$ cat src/sv/sbsh_pkg.sv
// Shared types and constants for the SHA-256 byte stream hasher.
// No dependencies; modules reference members by scoped names.
package sbsh_pkg;

  localparam logic OP_ABSORB = 1'b0;
  localparam logic OP_FINISH = 1'b1;

  localparam logic [7:0] PAD_MARK  = 8'h80;
  localparam logic [5:0] LENGTH_AT = 6'd56;
  localparam logic [5:0] LAST_BYTE = 6'd63;
  localparam logic [5:0] LAST_ROUND = 6'd63;
  localparam logic [2:0] LAST_WORD_IDX = 3'd7;

  typedef enum logic [2:0] {
    S_IDLE,
    S_MARK,
    S_ZERO,
    S_LEN,
    S_COMPRESS,
    S_FOLD,
    S_EMIT
  } state_t;

  typedef logic [31:0] word_t;

  function automatic word_t rotr(input word_t v, input int unsigned n);
    rotr = (v >> n) | (v << (32 - n));
  endfunction

  function automatic word_t big_sigma0(input word_t x);
    big_sigma0 = rotr(x, 2) ^ rotr(x, 13) ^ rotr(x, 22);
  endfunction

  function automatic word_t big_sigma1(input word_t x);
    big_sigma1 = rotr(x, 6) ^ rotr(x, 11) ^ rotr(x, 25);
  endfunction

  function automatic word_t small_sigma0(input word_t x);
    small_sigma0 = rotr(x, 7) ^ rotr(x, 18) ^ (x >> 3);
  endfunction

  function automatic word_t small_sigma1(input word_t x);
    small_sigma1 = rotr(x, 17) ^ rotr(x, 19) ^ (x >> 10);
  endfunction

  function automatic word_t h_init(input logic [2:0] idx);
    case (idx)
      3'd0: h_init = 32'h6a09e667;
      3'd1: h_init = 32'hbb67ae85;
      3'd2: h_init = 32'h3c6ef372;
      3'd3: h_init = 32'ha54ff53a;
      3'd4: h_init = 32'h510e527f;
      3'd5: h_init = 32'h9b05688c;
      3'd6: h_init = 32'h1f83d9ab;
      default: h_init = 32'h5be0cd19;
    endcase
  endfunction

  function automatic word_t round_k(input logic [5:0] idx);
    case (idx)
      6'd0:  round_k = 32'h428a2f98;  6'd1:  round_k = 32'h71374491;
      6'd2:  round_k = 32'hb5c0fbcf;  6'd3:  round_k = 32'he9b5dba5;
      6'd4:  round_k = 32'h3956c25b;  6'd5:  round_k = 32'h59f111f1;
      6'd6:  round_k = 32'h923f82a4;  6'd7:  round_k = 32'hab1c5ed5;
      6'd8:  round_k = 32'hd807aa98;  6'd9:  round_k = 32'h12835b01;
      6'd10: round_k = 32'h243185be;  6'd11: round_k = 32'h550c7dc3;
      6'd12: round_k = 32'h72be5d74;  6'd13: round_k = 32'h80deb1fe;
      6'd14: round_k = 32'h9bdc06a7;  6'd15: round_k = 32'hc19bf174;
      6'd16: round_k = 32'he49b69c1;  6'd17: round_k = 32'hefbe4786;
      6'd18: round_k = 32'h0fc19dc6;  6'd19: round_k = 32'h240ca1cc;
      6'd20: round_k = 32'h2de92c6f;  6'd21: round_k = 32'h4a7484aa;
      6'd22: round_k = 32'h5cb0a9dc;  6'd23: round_k = 32'h76f988da;
      6'd24: round_k = 32'h983e5152;  6'd25: round_k = 32'ha831c66d;
      6'd26: round_k = 32'hb00327c8;  6'd27: round_k = 32'hbf597fc7;
      6'd28: round_k = 32'hc6e00bf3;  6'd29: round_k = 32'hd5a79147;
      6'd30: round_k = 32'h06ca6351;  6'd31: round_k = 32'h14292967;
      6'd32: round_k = 32'h27b70a85;  6'd33: round_k = 32'h2e1b2138;
      6'd34: round_k = 32'h4d2c6dfc;  6'd35: round_k = 32'h53380d13;
      6'd36: round_k = 32'h650a7354;  6'd37: round_k = 32'h766a0abb;
      6'd38: round_k = 32'h81c2c92e;  6'd39: round_k = 32'h92722c85;
      6'd40: round_k = 32'ha2bfe8a1;  6'd41: round_k = 32'ha81a664b;
      6'd42: round_k = 32'hc24b8b70;  6'd43: round_k = 32'hc76c51a3;
      6'd44: round_k = 32'hd192e819;  6'd45: round_k = 32'hd6990624;
      6'd46: round_k = 32'hf40e3585;  6'd47: round_k = 32'h106aa070;
      6'd48: round_k = 32'h19a4c116;  6'd49: round_k = 32'h1e376c08;
      6'd50: round_k = 32'h2748774c;  6'd51: round_k = 32'h34b0bcb5;
      6'd52: round_k = 32'h391c0cb3;  6'd53: round_k = 32'h4ed8aa4a;
      6'd54: round_k = 32'h5b9cca4f;  6'd55: round_k = 32'h682e6ff3;
      6'd56: round_k = 32'h748f82ee;  6'd57: round_k = 32'h78a5636f;
      6'd58: round_k = 32'h84c87814;  6'd59: round_k = 32'h8cc70208;
      6'd60: round_k = 32'h90befffa;  6'd61: round_k = 32'ha4506ceb;
      6'd62: round_k = 32'hbef9a3f7;  default: round_k = 32'hc67178f2;
    endcase
  endfunction

endpackage

$ cat src/sv/sha256_byte_stream_hasher_top.sv
// SHA-256 hasher over a byte stream: one absorb or finish item per handshake.
// An absorb item is taken while idle; the 64th byte of a block starts a compression
// (64 rounds of the shared round unit, one cycle per round, then one chaining add)
// Finish: mark byte, zeros, 64-bit length, one or two compressions, 8 result items.
// Reset (rst, synchronous): idle, chaining words at the initial hash, counts zero;
// the block buffer is not cleared.
// Depends on sbsh_pkg.
module sha256_byte_stream_hasher_top (
  input  logic        clk,
  input  logic        rst,
  input  logic        item_valid,
  output logic        item_ready,
  input  logic        operation,
  input  logic [7:0]  data_byte,
  output logic        result_valid,
  input  logic        result_ready,
  output logic [31:0] digest_word,
  output logic [2:0]  word_index,
  output logic        last_word
);

  sbsh_pkg::state_t state, state_next;

  sbsh_pkg::word_t chain [8];
  sbsh_pkg::word_t s     [8];
  sbsh_pkg::word_t w     [16];

  logic [5:0]  fill;
  logic [63:0] byte_total;
  logic [63:0] len_bits;
  logic [5:0]  round;
  logic [2:0]  emit_idx;
  logic        finishing;
  logic        length_in;

  logic        shift_byte;
  logic [7:0]  shift_val;
  logic        emit_done;

  sbsh_pkg::word_t t1, t2, w_new;

  // Next state
  always_comb begin
    state_next = state;
    case (state)
      sbsh_pkg::S_IDLE: begin
        if (item_valid) begin
          if (operation == sbsh_pkg::OP_FINISH) state_next = sbsh_pkg::S_MARK;
          else if (fill == sbsh_pkg::LAST_BYTE) state_next = sbsh_pkg::S_COMPRESS;
        end
      end
      sbsh_pkg::S_MARK: begin
        if (fill == sbsh_pkg::LAST_BYTE) state_next = sbsh_pkg::S_COMPRESS;
        else state_next = sbsh_pkg::S_ZERO;
      end
      sbsh_pkg::S_ZERO: begin
        if (fill == sbsh_pkg::LENGTH_AT) state_next = sbsh_pkg::S_LEN;
        else if (fill == sbsh_pkg::LAST_BYTE) state_next = sbsh_pkg::S_COMPRESS;
      end
      sbsh_pkg::S_LEN: begin
        if (fill == sbsh_pkg::LAST_BYTE) state_next = sbsh_pkg::S_COMPRESS;
      end
      sbsh_pkg::S_COMPRESS: begin
        if (round == sbsh_pkg::LAST_ROUND) state_next = sbsh_pkg::S_FOLD;
      end
      sbsh_pkg::S_FOLD: begin
        if (length_in) state_next = sbsh_pkg::S_EMIT;
        else if (finishing) state_next = sbsh_pkg::S_ZERO;
        else state_next = sbsh_pkg::S_IDLE;
      end
      sbsh_pkg::S_EMIT: begin
        if (emit_done) state_next = sbsh_pkg::S_IDLE;
      end
      default: state_next = sbsh_pkg::S_IDLE;
    endcase
  end

  // Outputs and datapath controls
  always_comb begin
    item_ready   = 1'b0;
    result_valid = 1'b0;
    shift_byte   = 1'b0;
    shift_val    = 8'h00;
    case (state)
      sbsh_pkg::S_IDLE: begin
        item_ready = 1'b1;
        if (item_valid && operation == sbsh_pkg::OP_ABSORB) begin
          shift_byte = 1'b1;
          shift_val  = data_byte;
        end
      end
      sbsh_pkg::S_MARK: begin
        shift_byte = 1'b1;
        shift_val  = sbsh_pkg::PAD_MARK;
      end
      sbsh_pkg::S_ZERO: begin
        shift_byte = (fill != sbsh_pkg::LENGTH_AT);
      end
      sbsh_pkg::S_LEN: begin
        shift_byte = 1'b1;
        shift_val  = len_bits[63:56];
      end
      sbsh_pkg::S_EMIT: begin
        result_valid = 1'b1;
      end
      default: begin
      end
    endcase
  end

  assign emit_done   = result_ready && (emit_idx == sbsh_pkg::LAST_WORD_IDX);
  assign digest_word = chain[emit_idx];
  assign word_index  = emit_idx;
  assign last_word   = (emit_idx == sbsh_pkg::LAST_WORD_IDX);

  // Shared round unit and schedule extension
  assign t1 = s[7] + sbsh_pkg::big_sigma1(s[4]) + ((s[4] & s[5]) ^ (~s[4] & s[6]))
            + sbsh_pkg::round_k(round) + w[0];
  assign t2 = sbsh_pkg::big_sigma0(s[0]) + ((s[0] & s[1]) ^ (s[0] & s[2]) ^ (s[1] & s[2]));
  assign w_new = w[0] + sbsh_pkg::small_sigma0(w[1]) + w[9] + sbsh_pkg::small_sigma1(w[14]);

  // Control registers
  always_ff @(posedge clk) begin
    if (rst) begin
      state      <= sbsh_pkg::S_IDLE;
      fill       <= '0;
      byte_total <= '0;
      round      <= '0;
      emit_idx   <= '0;
      finishing  <= 1'b0;
      length_in  <= 1'b0;
      for (int i = 0; i < 8; i++) chain[i] <= sbsh_pkg::h_init(3'(i));
    end else begin
      state <= state_next;
      if (shift_byte) fill <= fill + 6'd1;
      if (state == sbsh_pkg::S_IDLE && item_valid) begin
        if (operation == sbsh_pkg::OP_ABSORB) byte_total <= byte_total + 64'd1;
        else finishing <= 1'b1;
      end
      if (state == sbsh_pkg::S_LEN && fill == sbsh_pkg::LAST_BYTE) length_in <= 1'b1;
      if (state == sbsh_pkg::S_COMPRESS) round <= round + 6'd1;
      else round <= '0;
      if (state == sbsh_pkg::S_FOLD) begin
        for (int i = 0; i < 8; i++) chain[i] <= chain[i] + s[i];
      end
      if (state == sbsh_pkg::S_EMIT && result_ready) begin
        emit_idx <= emit_idx + 3'd1;
        // Start the next message once the final word is taken
        if (emit_done) begin
          byte_total <= '0;
          finishing  <= 1'b0;
          length_in  <= 1'b0;
          for (int i = 0; i < 8; i++) chain[i] <= sbsh_pkg::h_init(3'(i));
        end
      end
    end
  end

  // Payload registers: block window, working words, length
  always_ff @(posedge clk) begin
    if (state == sbsh_pkg::S_IDLE && item_valid && operation == sbsh_pkg::OP_FINISH) begin
      len_bits <= {byte_total[60:0], 3'b000};
    end else if (state == sbsh_pkg::S_LEN) begin
      len_bits <= {len_bits[55:0], 8'h00};
    end

    if (shift_byte) begin
      for (int i = 0; i < 15; i++) w[i] <= {w[i][23:0], w[i+1][31:24]};
      w[15] <= {w[15][23:0], shift_val};
    end else if (state == sbsh_pkg::S_COMPRESS) begin
      for (int i = 0; i < 15; i++) w[i] <= w[i+1];
      w[15] <= w_new;
    end

    if (state != sbsh_pkg::S_COMPRESS && state_next == sbsh_pkg::S_COMPRESS) begin
      for (int i = 0; i < 8; i++) s[i] <= chain[i];
    end else if (state == sbsh_pkg::S_COMPRESS) begin
      s[7] <= s[6];
      s[6] <= s[5];
      s[5] <= s[4];
      s[4] <= s[3] + t1;
      s[3] <= s[2];
      s[2] <= s[1];
      s[1] <= s[0];
      s[0] <= t1 + t2;
    end
  end

endmodule

$ cat config.mk
export PLATFORM = sky130hd
export DESIGN_NAME = sha256_byte_stream_hasher_top
export DESIGN_NICKNAME = d
export VERILOG_FILES = /design/src/sv/sbsh_pkg.sv /design/src/sv/sha256_byte_stream_hasher_top.sv
export SDC_FILE = /design/constraint.sdc
export NUM_CORES = 2
export LEC_CHECK = 0
export ABC_AREA = 0
export CORE_AREA = 10 10 451 453
export DETAILED_ROUTE_END_ITERATION = 10
export DIE_AREA = 0 0 461 463
export DONT_BUFFER_PORTS = 1
export GPL_TIMING_DRIVEN = 0
export HOLD_SLACK_MARGIN = 0.15
export PLACE_DENSITY_LB_ADDON = 0.1
export REMOVE_ABC_BUFFERS = 1
export SYNTH_ARGS = -nofsm -noshare
export SYNTH_HDL_FRONTEND = slang
export SYNTH_SLANG_ARGS = --single-unit
$ cat constraint.sdc
create_clock -name clk -period 19.5 [get_ports clk]
set_clock_uncertainty 0.1 [all_clocks]
set_input_delay 0 -clock clk [delete_from_list [all_inputs] [get_ports clk]]
set_output_delay 0 -clock clk [all_outputs]
set_load 0.05 [all_outputs]
# ---- Word level (Yosys, flattened, before mapping)
# Memory sizes are Yosys's and may differ from the RTL's. A register that Yosys moved wholly into a read port is not among the register bits.
# Index checks and enable logic that the tools add are counted.
dict set report totals {
  regBits 145
  latchBits 0
  ramBits 1024
  mem_bits_ro 2048
  input_bits 13
  elab_cells 249
  n_memories 4
}
# name depth word_bits read_ports rd_ports_with_merged_regs wr line_no
set memory_table {}
lappend memory_table {{(no name shown)} 64 32 1 1 0 sbsh_pkg.sv:60} ;# case (idx)
lappend memory_table {w 16 32 16 0 16 sha256_byte_stream_hasher_top.sv:26} ;# sbsh_pkg::word_t w [16];
lappend memory_table {chain 8 32 9 1 8 sha256_byte_stream_hasher_top.sv:24} ;# sbsh_pkg::word_t chain [8];
lappend memory_table {s 8 32 8 0 8 sha256_byte_stream_hasher_top.sv:25} ;# sbsh_pkg::word_t s [8];
dict set report classes {
  addsub 22
  n_mul 0
  n_div 0
  order_cmp 0
  eq_ne 13
  n_shift 0
  mux 122
  n_bitwise 69
  n_reduce_logical 11
}
# op count
set ops {}
lappend ops {{32-bit two-way mux} 72}
lappend ops {{32-bit adder} 18}
lappend ops {{64-bit two-way mux} 6}
lappend ops {{32-bit bitwise XOR} 9}
lappend ops {{32-bit AND} 5}
lappend ops {{64-bit by 1-bit adder with 64-bit output (second input constant)} 1}
lappend ops {{1-bit bitwise OR} 40}
lappend ops {{32-bit inverter} 1}
lappend ops {{10-bit by 32-bit bitwise OR with 32-bit output} 1}
lappend ops {{13-bit by 32-bit bitwise OR with 32-bit output} 1}
lappend ops {{14-bit by 32-bit bitwise OR with 32-bit output} 1}
lappend ops {{15-bit by 32-bit bitwise OR with 32-bit output} 1}
lappend ops {{19-bit by 32-bit bitwise OR with 32-bit output} 1}
lappend ops {{21-bit by 32-bit bitwise OR with 32-bit output} 1}
lappend ops {{25-bit by 32-bit bitwise OR with 32-bit output} 1}
lappend ops {{26-bit by 32-bit bitwise OR with 32-bit output} 1}
lappend ops {{30-bit by 32-bit bitwise OR with 32-bit output} 1}
lappend ops {{7-bit by 32-bit bitwise OR with 32-bit output} 1}
lappend ops {{32-bit by 22-bit bitwise XOR with 32-bit output} 1}
lappend ops {{32-bit by 29-bit bitwise XOR with 32-bit output} 1}
lappend ops {{3-bit two-way mux} 10}
lappend ops {{1-bit two-way mux} 28}
lappend ops {{8-bit one-hot mux with 3 select lines} 1}
lappend ops {{3-bit one-hot mux with 7 select lines} 1}
lappend ops {{17 further kinds} 33}

# ---- Longest topological paths before layout
dict set report depth {
  word_depth 10
  ltp_mapped 36
  mapped_depth_nobuf 35
}

# ---- Worst setup path before layout
# No wires, ideal clock.
dict set report synth_path {
  path_type {reg-to-reg}
  startpoint {register fill[0]}
  endpoint {memory w[0][0] (netlist name), enable pin}
  setup_time_ns 3.632
  arrival_time_ns 10.260
  required_ns 15.768
  path_slack_ns 5.507
  path_stages_with_launch 11
  path_buffers 2
  cell_sequence {dfxtp_1 inv_1 ha_1 nand2_1 or3_1 a21oi_1 nor2_1 nor2_1 clkbuf_1 buf_1 nand2_1}
}
# element line_no
set synth_rtl {}
lappend synth_rtl {{start, declared} sha256_byte_stream_hasher_top.sv:28} ;# logic [5:0] fill;
lappend synth_rtl {{start signal, assigned} sha256_byte_stream_hasher_top.sv:135} ;# if (shift_byte) fill <= fill + 6'd1;
lappend synth_rtl {{end, declared} sha256_byte_stream_hasher_top.sv:26}

==> results.md <==
* Synth unique cells at 87
* Core box area at 194000 sq um
* Clk_lat worst skew at 0.82 ns
* Final count of hold timing violations at 0
* Cells after DPL at 10.6k
* Initial cell density of the core at 0.397
* HP Class: primary input to flop
* Total grt overflow at 0
* Mapped Cells at 8396
* Top-area cell type share of the netlist area at 0.373
* Max stage delay on crit path at 1.20 ns
* Sequential area share after synthesis at 0.436
* Peak Freq at 104 MHz
* Hold buffers post-CTS at 27
* Die ar. at 213000 sq um
* CTS tree: done
* Top FF cell, synth: edfxtp_1
* Via density at 5.46
* Core Util, Final at 0.442
* Worst Path Max Fanout at 6
* Most common cell after layout, fill and taps aside: nand2_1
* Post-CTS Resized at 0
* Cell Count, Final, Fillers Out at 10.9k
* Arrival time of the worst setup path at 10.05 ns
* Cell area after synthesis at 77100 sq um
* Max-cap violations at 0
* Initial antenna violation count at 10
* Placed instance area at 80700 sq um
* Min cycle time layout at 9.61 ns
* Slowest-stage cell, CP: a2111oi_0
* Outcome: finished clean
* FF+latch count, synth at 1201
* Num rows at 162
* Top cells by area, synth: edfxtp_1 37%, nand2_1 13%, ha_1 6.4%
* Worst EP required at 19.94 ns
* Final #Nets at 8817
* Starting DRT DRC Count at 5599
* Worst setup SP type: flop
* TNS Setup at 0 ns
* RD Place Congestion at 0.910
* Iteration count of the initial detailed-routing pass at 6
* Root Buffer: clkbuf_16
* WS Path Type: flop to flop
* GRT Total Usage at 0.221
* Maximum root-to-sink buffer count at 3
* Routed Antenna Nets at 0
* Global-route wire length before repair at 364000 microns
* Die Ht at 463 microns
* Buffers on Ports at 0
* Post-detail-place hpwl at 180000 microns
* Endpoint class of the critical path: flop
* Slew Limit Fails at 0
* WL/cell at 22.3 microns
* Syn avg cell area at 9.19 sq um
* Leakage at 0.0353 uW
* Ys async rst share at 0
* CTS clk-pin slew, worst paths at 0.06 ns
* DR DRC count at 0
* Worst VDD drop at 0.0894 mV
* Yosys top cell by area: edfxtp_1
* Max-slew headroom at 0.0456
* Worst Tran Pin Value at 1.40 ns
* Final wirelength at 242000 microns
* Most frequent cells in the layout: 2626 x nand2_1, 957 x edfxtp_1, 414 x o21ai_0
* Post-CTS Setup Inserts at 0
* Cts bufs inserted at 146
* H-tree depth at 4
* Area Growth Syn to Fin at 11.2%
* Syn. warnings at 0
* PwrDens at 103 nW/um^2
* Final setup violation count at 0
* I/O Pins at 51
* Proportion of layout cells with a drive suffix above 1 at 0.0597
* Clock sink total at 1201
* Number of synthesized flops with an enable pin at 957
* Number of global-route vias before repair at 57.0k
* Via count at 59.4k
* RSZ-0062 raised after global routing: false
* Final period util at 0.493
* Finished Cell Area at 85800 sq um
* Layout fillers at 18.9k
* Die W at 461 microns
* Largest net degree at the start of global routing at 82
==> logic make-up (layout without fill, tap and decap cells) <==
kind of cell	after synthesis	count (layout)	synth area share
and+or+nand+nor	3554	3554	0.189
muxes	135	135	0.0289
xor gates and xnor gates	623	623	0.0707
buffers and inverters	796	731	0.0389
AOI/OAI and AO/OA	1494	1494	0.121
DFF	1201	1201	0.436
other	0	5	0
adders and majority gates	593	593	0.115
==> path summary, 6_finish.rpt <==
check | startpoint | end | slack, ns | cells past startpoint
worst max-delay path | s[0][155] | s[0][30] | 9.89 | 29
worst min-delay path | item_valid | byte_total[1] | 0.22 | 5
worst max register to register | s[0][155] | s[0][30] | 9.89 | 29
worst min register to register | finishing | finishing | 0.37 | 2
==> synthesized netlist by cell type, types with 12 or more instances <==
cell,instances
a211o_1,12
a211oi_1,45
a21boi_0,19
a21o_1,209
a21oi_1,396
a221oi_1,16
a311oi_1,12
a31oi_1,52
and2_1,33
and3_1,45
and4_1,13
buf_1,33
clkbuf_1,425
dfxtp_1,244
edfxtp_1,957
fa_1,195
ha_1,394
inv_1,333
mux2_2,60
mux4_2,64
nand2_1,2632
nand2b_1,56
nand3_1,120
nand4_1,33
nor2_1,361
nor2b_1,48
nor3_1,113
o211ai_1,50
o21a_1,46
o21ai_0,415
o21bai_1,43
o22ai_1,18
o311ai_0,14
o31ai_1,29
or2_2,15
or3_1,36
xnor2_1,399
xor2_1,224
==> sequential cells by signal, summed over array words and instances (netlist names), named ones only <==
signal	flops
byte_total	61
chain	256
finishing	1
word_index	3
round	6
len_bits	61
w	512
state	3
length_in	1
fill	6
s	256
==> layer usage <==
metal | up-vias | global-route usage | share of wire
met5 | - | 0 | 0.00013
met4 | 4 | 0.0613 | 0.027
met3 | 297 | 0.0358 | 0.062
met2 | 1649 | 0.344 | 0.45
met1 | 29000 | 0.317 | 0.46
li1 | 28500 | - | -
==> stage by stage <==
step	power, uW	worst slack [ns]	hold slack [ns]
floorplan	5270	-16.24	-0.0309
detailed placement	6090	10.29	0.0218
CTS	8880	10.20	0.151
global route	9320	9.65	0.179
global placement	6150	-54.06	0.0234
finish	8810	9.89	0.218
==> critical path: cells and delay by family, from the launching register on <==
| family | cells | cell delay (ns) |
|---|---|---|
| and+or+nand+nor | 5 | 0.89 |
| adders and majority gates | 6 | 2.67 |
| buffers and inverters | 4 | 0.27 |
| AOI/OAI and AO/OA | 10 | 3.35 |
| xor gates and xnor gates | 4 | 1.25 |
| DFF | 1 | 0.74 |
==> power by group <==
part	internal, uW	switching [uW]	total (uW)
clock network	1520	1200	2730
registers	3060	192	3260
logic	1150	1680	2830
==> layout make-up <==
type | count | area [sq um] | share of cell area
Multi-Input combinational cell | 6399 | 40700 | 0.474
Sequential cell | 1201 | 33600 | 0.392
Clock buffer | 200 | 4050 | 0.0473
Tap cell | 2542 | 3180 | 0.0371
Timing Repair Buffer | 132 | 2240 | 0.0261
Inverter | 335 | 1260 | 0.0147
Clock inverter | 64 | 721 | 0.00840
Antenna cell | 5 | 12.5 | 0.000146
No activity file was read; power rests on OpenSTA's default activity.
